[src/hw/rtl/kssv_pkg.sv]
// Package for the keyed sawtooth voice: shared widths, key/volume limits,
// the phase step table and the knob direction codes. No dependencies.
`timescale 1ns / 1ps

package kssv_pkg;

   // Fixed field and state widths
   localparam int MatrixWidth = 16;
   localparam int SampleWidth = 8;
   localparam int VolumeWidth = 4;
   localparam int PhaseWidth  = 32;
   localparam int KeyIdxWidth = 4;

   // Matrix layout and limits
   localparam int KEY_COUNT   = 12;  // keys scanned, indices 0..11
   localparam int VOLUME_MAX  = 8;   // top of volume range, 0..8
   localparam int KnobHiBit   = 12;
   localparam int KnobLoBit   = 13;

   localparam logic [SampleWidth-1:0] SampleMid = 8'd128;

   // Knob direction, two's complement in two bits
   typedef enum logic [1:0] {
      DIR_NONE = 2'b00,
      DIR_UP   = 2'b01,
      DIR_BAD  = 2'b10,
      DIR_DOWN = 2'b11
   } dir_type;

   // Item kinds
   localparam logic REQ_SCAN = 1'b0;
   localparam logic REQ_TICK = 1'b1;

   // Result item as held in the output stages
   typedef struct packed {
      logic [SampleWidth-1:0] audio_level;
      logic [VolumeWidth-1:0] volume_level;
      logic                   note_active;
   } rsp_type;

   // Phase step per key: floor(2^32 * 440 * 2^((n-9)/12) / 22000)
   function automatic logic [PhaseWidth-1:0] step_lookup(input logic [KeyIdxWidth-1:0] idx);
      logic [PhaseWidth-1:0] step;
      case (idx)
         4'd0:    step = 32'd51076056;
         4'd1:    step = 32'd54113197;
         4'd2:    step = 32'd57330935;
         4'd3:    step = 32'd60740009;
         4'd4:    step = 32'd64351798;
         4'd5:    step = 32'd68178356;
         4'd6:    step = 32'd72232452;
         4'd7:    step = 32'd76527617;
         4'd8:    step = 32'd81078186;
         4'd9:    step = 32'd85899345;
         4'd10:   step = 32'd91007186;
         4'd11:   step = 32'd96418755;
         default: step = '0;
      endcase
      return step;
   endfunction

endpackage

[src/hw/rtl/keyed_sawtooth_synth_voice_core.sv]
// Top level of the keyed sawtooth voice: knob/key decode, phase accumulator
// and a two-deep result stage. Depends on kssv_pkg.
`timescale 1ns / 1ps

//  channel | direction | handshake              | payload
//  --------+-----------+------------------------+------------------------------------
//  req     | in        | req_valid / req_ready  | req_type, req_matrix_bits
//  rsp     | out       | rsp_valid / rsp_ready  | rsp_audio_level, rsp_volume_level,
//          |           |                        | rsp_note_active
//
//  One item per cycle while req_ready is high; each result is registered in the result or skid register.
//  All state is updated in the accepting cycle by one add, a priority encode
//  and a shift, so the next item may follow straight away.
//  A result register plus a skid register hold up to two results; req_ready
//  drops only while the skid register is occupied.
//  Synchronous reset: phase, step, volume and knob history to zero, held
//  sample to mid scale, both result stages empty.

module keyed_sawtooth_synth_voice_core
   import kssv_pkg::*;
(
   input  logic                   clock,
   input  logic                   reset,
   input  logic                   req_valid,
   output logic                   req_ready,
   input  logic                   req_type,
   input  logic [MatrixWidth-1:0] req_matrix_bits,
   output logic                   rsp_valid,
   input  logic                   rsp_ready,
   output logic [SampleWidth-1:0] rsp_audio_level,
   output logic [VolumeWidth-1:0] rsp_volume_level,
   output logic                   rsp_note_active
);

   // Voice state
   logic [PhaseWidth-1:0]  phase_ff, phase_in;
   logic [PhaseWidth-1:0]  step_ff, step_in;
   logic [VolumeWidth-1:0] volume_ff, volume_in;
   logic [1:0]             knob_ff, knob_in;
   dir_type                last_dir_ff, last_dir_in;
   logic [SampleWidth-1:0] sample_ff, sample_in;

   // Result stages
   logic    out_valid_ff, out_valid_in;
   rsp_type out_ff, out_in;
   logic    skid_valid_ff, skid_valid_in;
   rsp_type skid_ff, skid_in;

   logic    req_xfer;
   logic    rsp_xfer;
   rsp_type result;

   // Scan decode signals
   logic [1:0]             knob_cur;
   dir_type                dir;
   logic signed [5:0]      vol_sum;
   logic [KeyIdxWidth-1:0] key_idx;
   logic                   key_hit;
   logic [PhaseWidth-1:0]  phase_sum;
   logic signed [SampleWidth-1:0] centred;
   logic signed [SampleWidth-1:0] scaled;
   logic [3:0]             shift_amt;

   assign req_ready = !skid_valid_ff;
   assign req_xfer  = req_valid && req_ready;
   assign rsp_xfer  = out_valid_ff && rsp_ready;

   // Quadrature decode: pair is {bit12, bit13}
   assign knob_cur = {req_matrix_bits[KnobHiBit], req_matrix_bits[KnobLoBit]};

   always_comb begin
      dir = DIR_NONE;
      case (knob_ff)
         2'b00: begin
            if (knob_cur == 2'b01) dir = DIR_UP;
            else if (knob_cur == 2'b11) dir = last_dir_ff;
         end
         2'b01: begin
            if (knob_cur == 2'b00) dir = DIR_DOWN;
            else if (knob_cur == 2'b10) dir = last_dir_ff;
         end
         2'b10: begin
            if (knob_cur == 2'b11) dir = DIR_DOWN;
            else if (knob_cur == 2'b01) dir = last_dir_ff;
         end
         default: begin
            if (knob_cur == 2'b10) dir = DIR_UP;
            else if (knob_cur == 2'b00) dir = last_dir_ff;
         end
      endcase
   end

   // Sign-extended direction; the stray code 2 reads as -2, as in two bits
   assign vol_sum = $signed({2'b00, volume_ff}) + $signed({{4{dir[1]}}, dir});

   // Lowest pressed key wins (active low)
   always_comb begin
      key_idx = '0;
      key_hit = 1'b0;
      for (int i = KEY_COUNT - 1; i >= 0; i--) begin
         if (!req_matrix_bits[i]) begin
            key_idx = KeyIdxWidth'(i);
            key_hit = 1'b1;
         end
      end
   end

   // Next voice state
   always_comb begin
      phase_in    = phase_ff;
      step_in     = step_ff;
      volume_in   = volume_ff;
      knob_in     = knob_ff;
      last_dir_in = last_dir_ff;
      sample_in   = sample_ff;
      if (req_xfer) begin
         if (req_type == REQ_SCAN) begin
            step_in = key_hit ? step_lookup(key_idx) : '0;
            if (vol_sum > $signed(6'(VOLUME_MAX))) begin
               volume_in = VolumeWidth'(VOLUME_MAX);
            end else if (vol_sum < 6'sd0) begin
               volume_in = '0;
            end else begin
               volume_in   = vol_sum[VolumeWidth-1:0];
               last_dir_in = dir;
               knob_in     = knob_cur;
            end
         end else begin
            phase_in  = phase_sum;
            sample_in = scaled ^ SampleMid;
         end
      end
   end

   // Sawtooth: top byte re-centred, scaled by volume, then offset back
   assign phase_sum = phase_ff + step_ff;
   assign centred   = $signed(phase_sum[PhaseWidth-1 -: SampleWidth] ^ SampleMid);
   assign shift_amt = (volume_ff <= 4'd8) ? (4'd8 - volume_ff) : 4'd0;
   assign scaled    = centred >>> shift_amt;

   always_comb begin
      result.audio_level  = sample_in;
      result.volume_level = volume_in;
      result.note_active  = (step_in != '0);
   end

   // Result register and skid register
   always_comb begin
      out_valid_in  = out_valid_ff;
      out_in        = out_ff;
      skid_valid_in = skid_valid_ff;
      skid_in       = skid_ff;
      if (!out_valid_ff || rsp_xfer) begin
         if (skid_valid_ff) begin
            out_valid_in  = 1'b1;
            out_in        = skid_ff;
            skid_valid_in = 1'b0;
         end else begin
            out_valid_in = req_xfer;
            out_in       = result;
         end
      end else if (req_xfer) begin
         skid_valid_in = 1'b1;
         skid_in       = result;
      end
   end

   always_ff @(posedge clock) begin
      if (reset) begin
         phase_ff      <= '0;
         step_ff       <= '0;
         volume_ff     <= '0;
         knob_ff       <= '0;
         last_dir_ff   <= DIR_NONE;
         sample_ff     <= SampleMid;
         out_valid_ff  <= 1'b0;
         skid_valid_ff <= 1'b0;
      end else begin
         phase_ff      <= phase_in;
         step_ff       <= step_in;
         volume_ff     <= volume_in;
         knob_ff       <= knob_in;
         last_dir_ff   <= last_dir_in;
         sample_ff     <= sample_in;
         out_valid_ff  <= out_valid_in;
         skid_valid_ff <= skid_valid_in;
      end
   end

   // Payload registers, no reset
   always_ff @(posedge clock) begin
      out_ff  <= out_in;
      skid_ff <= skid_in;
   end

   assign rsp_valid        = out_valid_ff;
   assign rsp_audio_level  = out_ff.audio_level;
   assign rsp_volume_level = out_ff.volume_level;
   assign rsp_note_active  = out_ff.note_active;

endmodule
[config.mk]
export PLATFORM = sky130hd
export DESIGN_NAME = keyed_sawtooth_synth_voice_core
export DESIGN_NICKNAME = d
export VERILOG_FILES = /design/src/hw/rtl/kssv_pkg.sv /design/src/hw/rtl/keyed_sawtooth_synth_voice_core.sv
export SDC_FILE = /design/constraint.sdc
export NUM_CORES = 1
export LEC_CHECK = 0
export ABC_AREA = 1
export BUFFER_PORTS_ARGS = -buffer_cell sky130_fd_sc_hd__buf_2
export CAP_MARGIN = 20
export CORE_ASPECT_RATIO = 0.5
export CORE_MARGIN = 10
export CORE_UTILIZATION = 45
export CTS_CLUSTER_SIZE = 16
export DETAILED_ROUTE_END_ITERATION = 12
export GPL_ROUTABILITY_DRIVEN = 0
export GPL_TIMING_DRIVEN = 1
export SYNTH_ARGS = -nofsm -noshare
export SYNTH_HDL_FRONTEND = slang
export SYNTH_SLANG_ARGS = --single-unit
[constraint.sdc]
create_clock -name clock -period 3.4 [get_ports clock]
set_input_delay 0.34 -clock clock [delete_from_list [all_inputs] [get_ports clock]]
set_output_delay 0.34 -clock clock [all_outputs]
set_load 0.01 [all_outputs]
After elaboration in Yosys (flattened, before gate mapping)
Memory sizes are Yosys's and may differ from the RTL's.
Cells that the tools add are included.
W data, S select, Z words.

storage, ports and cells
  bits of input ports = 21
  register bits after elaboration = 108
  logic and storage cells = 90
  ROM bits = 432
  memories = 1

operators by class
  reductions and logical operators = 12
  order comparisons = 3
  equality and inequality tests = 5
  add/sub/neg operators = 3
  bitwise gates (word level) = 6
  mux-type cells = 45
  shifts and indexed selects = 1

memories
  memory           depth  bits a word  rd ports  clocked after memory_dff  write ports  line            RTL
  (no name shown)  16     27           1         0                         0            kssv_pkg.sv:44  case (idx)

operators by type and width
  cell                   count
  $mux W32               3
  $mux W4                17
  $add A32 B32 Y32       1
  $reduce_bool A32 Y1    1
  $mux W2                8
  $mux W8                2
  $mux W1                13
  $mux W13               1
  $sshr A8 B4 Y8         1
  $add A5 B2 Y6          1
  $eq A2 B2 Y1 const B   3
  $gt A6 B5 Y1 const B   1
  $lt A6 B1 Y1 const B   1
  $not A1 Y1             6
  $pmux W2 S3            1
  $eq A2 B1 Y1 const B   2
  $le A4 B4 Y1 const B   1
  $logic_not A2 Y1       2
  $reduce_and A2 Y1      2
  $reduce_and A4 Y1      1
  $sub A4 B4 Y4 const A  1
  $logic_and A1 B1 Y1    2
  $logic_not A1 Y1       2
  $reduce_or A2 Y1       1
  $logic_or A1 B1 Y1     1

Depth between registers and ports, before layout
An unclocked memory read counts as a cell.

  depth in word-level cells = 18
  mapped depth = 28

Worst setup path after synthesis
No wires, ideal clock.

  path type = input to register
  start point = input req_matrix_bits[11]
  end point = register out_ff (netlist bit rsp_note_active) (data pin)
  arrival time = 2380 ps
  path buffers = 0
  slack = 766 ps
  library setup time = 254 ps
  cell stages on the path = 28
  path through = inv_1 nand2_1 nand2_1 nand2_1 nand2_1 nand2_1 nand2_1 nand2_1 nand2_1 nand2_1 nand2_2 nand2_2 ha_1 nand2_1 o21ai_0 nand2_1 a21boi_1 nand2_1 nor2_1 nand3_1 nor2_1 nand2_1 nor2_1 nand2_1 nor2_1 nand2_1 nand2_1 nand2_1

RTL lines
  what                  line                                    RTL
  from (decl)           keyed_sawtooth_synth_voice_core.sv:27   input logic [MatrixWidth-1:0] req_matrix_bits,
  to (signal assigned)  keyed_sawtooth_synth_voice_core.sv:192  out_ff <= out_in;
  to (decl)             keyed_sawtooth_synth_voice_core.sv:45   rsp_type out_ff, out_in;

==> impl_metrics.py <==
metrics = {
    "outcome": {
        "outcome": "completed",
    },
    "synth": {
        "async_reset_ff_frac": 0,
        "synthCells": 1019,
        "synth_area_um2": 7090,
        "ys_ff_latch": 108,
        "synth.top_cells.by_count": "nand2_1 (246), inv_1 (115), nor2_1 (110)",
        "synth_ff_type": "dfxtp_1",
        "syn-num-nets": 1084,
        "synth_top_area_frac": 0.231,
        "synth_edf_count": 26,
        "synth.area.top_cells": "dfxtp_1 (23%), nand2_1 (13%), edfxtp_1 (11%)",
        "avgSynthCellArea_um2": 6.96,
        "ys_seq_area_frac": 0.341,
        "yosysUniqueCellTypes": 50,
        "synth.most_common_cell": "nand2_1",
        "synth_top_area_cell": "dfxtp_1",
        "yosysWarnings": 0,
    },
    "detailed_routing": {
        "num_vias": 6732,
        "totalWireLength_um": 19000,
        "detail-route-antenna-nets": 0,
        "drtIter0Drc": 531,
        "firstDrtPassIters": 6,
        "drcViolationCount": 0,
        "vias_per_cell": 5.36,
        "wire_per_inst_um": 15.1,
    },
    "power": {
        "p_per_area_nw_per_um2": 406,
        "p_leak_nw": 3.77,
        "ir_drop_uv": 231,
    },
    "global_routing": {
        "grt_max_degree": 47,
        "antenna_found_initial": 0,
        "overflow": 0,
        "grt_pass1_wl_um": 31000,
        "grt_pass1_vias": 6231,
        "grt_usage": 0.176,
    },
    "clock_network": {
        "cts_root_buf": "clkbuf_16",
        "cts.sinks": 108,
        "cts_setup_buffers": 0,
        "cts_max_path_buffers": 2,
        "cts_resized": 0,
        "h-tree-depth": 3,
        "cts_tree": "built",
        "clkSlewWorstSetupHoldPaths_ns": 0.08,
        "numCtsBuffers": 9,
        "clock_latency_ns": 0.36,
        "cts_hold_buffers": 0,
    },
    "critical_path": {
        "crit_path_max_fanout": 9,
        "start_kind": "register",
        "cp.arrival_ns": 3.26,
        "crit_path_end_kind": "register",
        "crit_type": "register to register",
        "required_ns": 3.60,
    },
    "layout": {
        "seq_area_um2": 2420,
        "fin_util": 0.505,
        "fill_cells": 1576,
        "drive_gt1_frac": 0.0970,
        "multi_input_area_um2": 4110,
        "syn2layout_area_growth_pct": 9.77,
        "final_nets": 1112,
        "antenna_cells": 0,
    },
    "floorplanning": {
        "core_area_um2": 15400,
        "dieArea_um2": 21500,
        "ios": 36,
        "fp.dieW_um": 198,
        "start_util": 0.460,
        "die_height_um": 109,
        "rows": 32,
    },
    "run": {
        "drv_cap": 0,
    },
    "timing": {
        "fin_crit_ns": 3.06,
        "setup_ws_ns": 0.339,
        "max-slew-margin-rel": 0.632,
        "hold_violations": 0,
        "drv_slew": 0,
        "holdWs_ns": 0.294,
        "clock_skew_ns": 0.0166,
        "fmax_ghz": 0.327,
        "setup_viol": 0,
        "fin_crit_sh": 0.900,
        "rsz0062_at_grt": "yes",
        "max_slew.worst_pin.slew_ns": 0.552,
    },
    "place": {
        "port_buffers": 33,
        "place_hpwl_um": 14400,
        "dp_slack_ns": 0.271,
    },
    "hold_path": {
        "hp-class": "input pin to register",
    },
}
-- placed cells by master, fill, tap and decap left out, drive strengths merged, types with 9 or more instances in the layout --
cell type,n
xor2,18
nand2,260
nand3,60
a21oi,80
nor2,119
o21ai,85
dfxtp,82
clkbuf,9
inv,120
ha,42
o21bai,24
a21boi,11
edfxtp,26
buf,42
-- critical path: stages, from the launching register on --
cell and delay [ns]:
dfxtp_1 0.33, inv_1 0.09, nor3_1 0.24, o21ai_0 0.12, nand3_1 0.10, a31o_2 0.23, ha_1 0.31, a21oi_1 0.14
and2_1 0.17, inv_1 0.05, a21oi_1 0.22, nand2_1 0.10, o21ai_2 0.16, nand3_2 0.19, o22ai_1 0.23, inv_1 0.09
o21ai_1 0.15
-- stage by stage --
step	cell area (µm²)	TNS, ns	instances	power (mW)
floorplan	7090	0	1019	1.97
global placement	7470	0	1239	2.14
detailed placement	7470	0	1239	2.15
CTS	7760	0	1255	3.19
global route	7790	-0.0122	1256	3.35
finish	7790	0	1256	3.16
-- logic make-up (layout without fill, tap and decap cells) --
group,Yosys count,after routing,synth area share
flops,108,108,0.341
xor+xnor,22,22,0.0272
compound gates,229,229,0.188
simple gates,470,470,0.284
fa+ha+maj,44,44,0.0797
buf+inv,146,179,0.0799
-- power by group --
part	internal [mW]	switching (mW)	total (mW)
clock network	0.510	0.524	1.03
registers	1.41	0.0520	1.46
logic	0.237	0.430	0.667
total	2.16	1.01	3.16
-- worst paths after layout --
| path | cells after the start | slack (ns) | to | start |
|---|---|---|---|---|
| max | 16 | 0.34 | rsp_volume_level[2] | knob_ff[1] |
| min | 3 | 0.29 | skid_valid_ff | req_valid |
| max reg2reg | 16 | 0.34 | rsp_volume_level[2] | knob_ff[1] |
| min reg2reg | 2 | 0.48 | step_ff[30] | step_ff[30] |
-- flip-flops by register name, indices dropped and copies added (netlist names) --
name and cells:
phase_ff 32, step_ff 32, skid_ff 13, rsp_audio_level 8
sample_ff 8, rsp_volume_level 4, volume_ff 4, knob_ff 2
last_dir_ff 2, rsp_note_active 1, rsp_valid 1, skid_valid_ff 1
-- cell type report --
| type | instances | area share |
|---|---|---|
| clock buffers | 9 | 0.0289 |
| well taps | 204 | 0.0328 |
| flip-flops and latches | 108 | 0.311 |
| clock inverters | 7 | 0.00819 |
| multi-input cells | 765 | 0.527 |
| inverters | 121 | 0.0591 |
| repair buffers | 42 | 0.0325 |
-- layer usage --
layer | up-vias | track usage | part of all wire | wire (µm)
li1 | 3433 | - | - | -
met4 | 0 | 0.0458 | 0.015 | 281
met3 | 29 | 0.0323 | 0.046 | 871
met2 | 125 | 0.285 | 0.43 | 8150
met1 | 3145 | 0.240 | 0.51 | 9670
met5 | - | 0 | 0 | 0
Power figures use the tool's default switching activity.
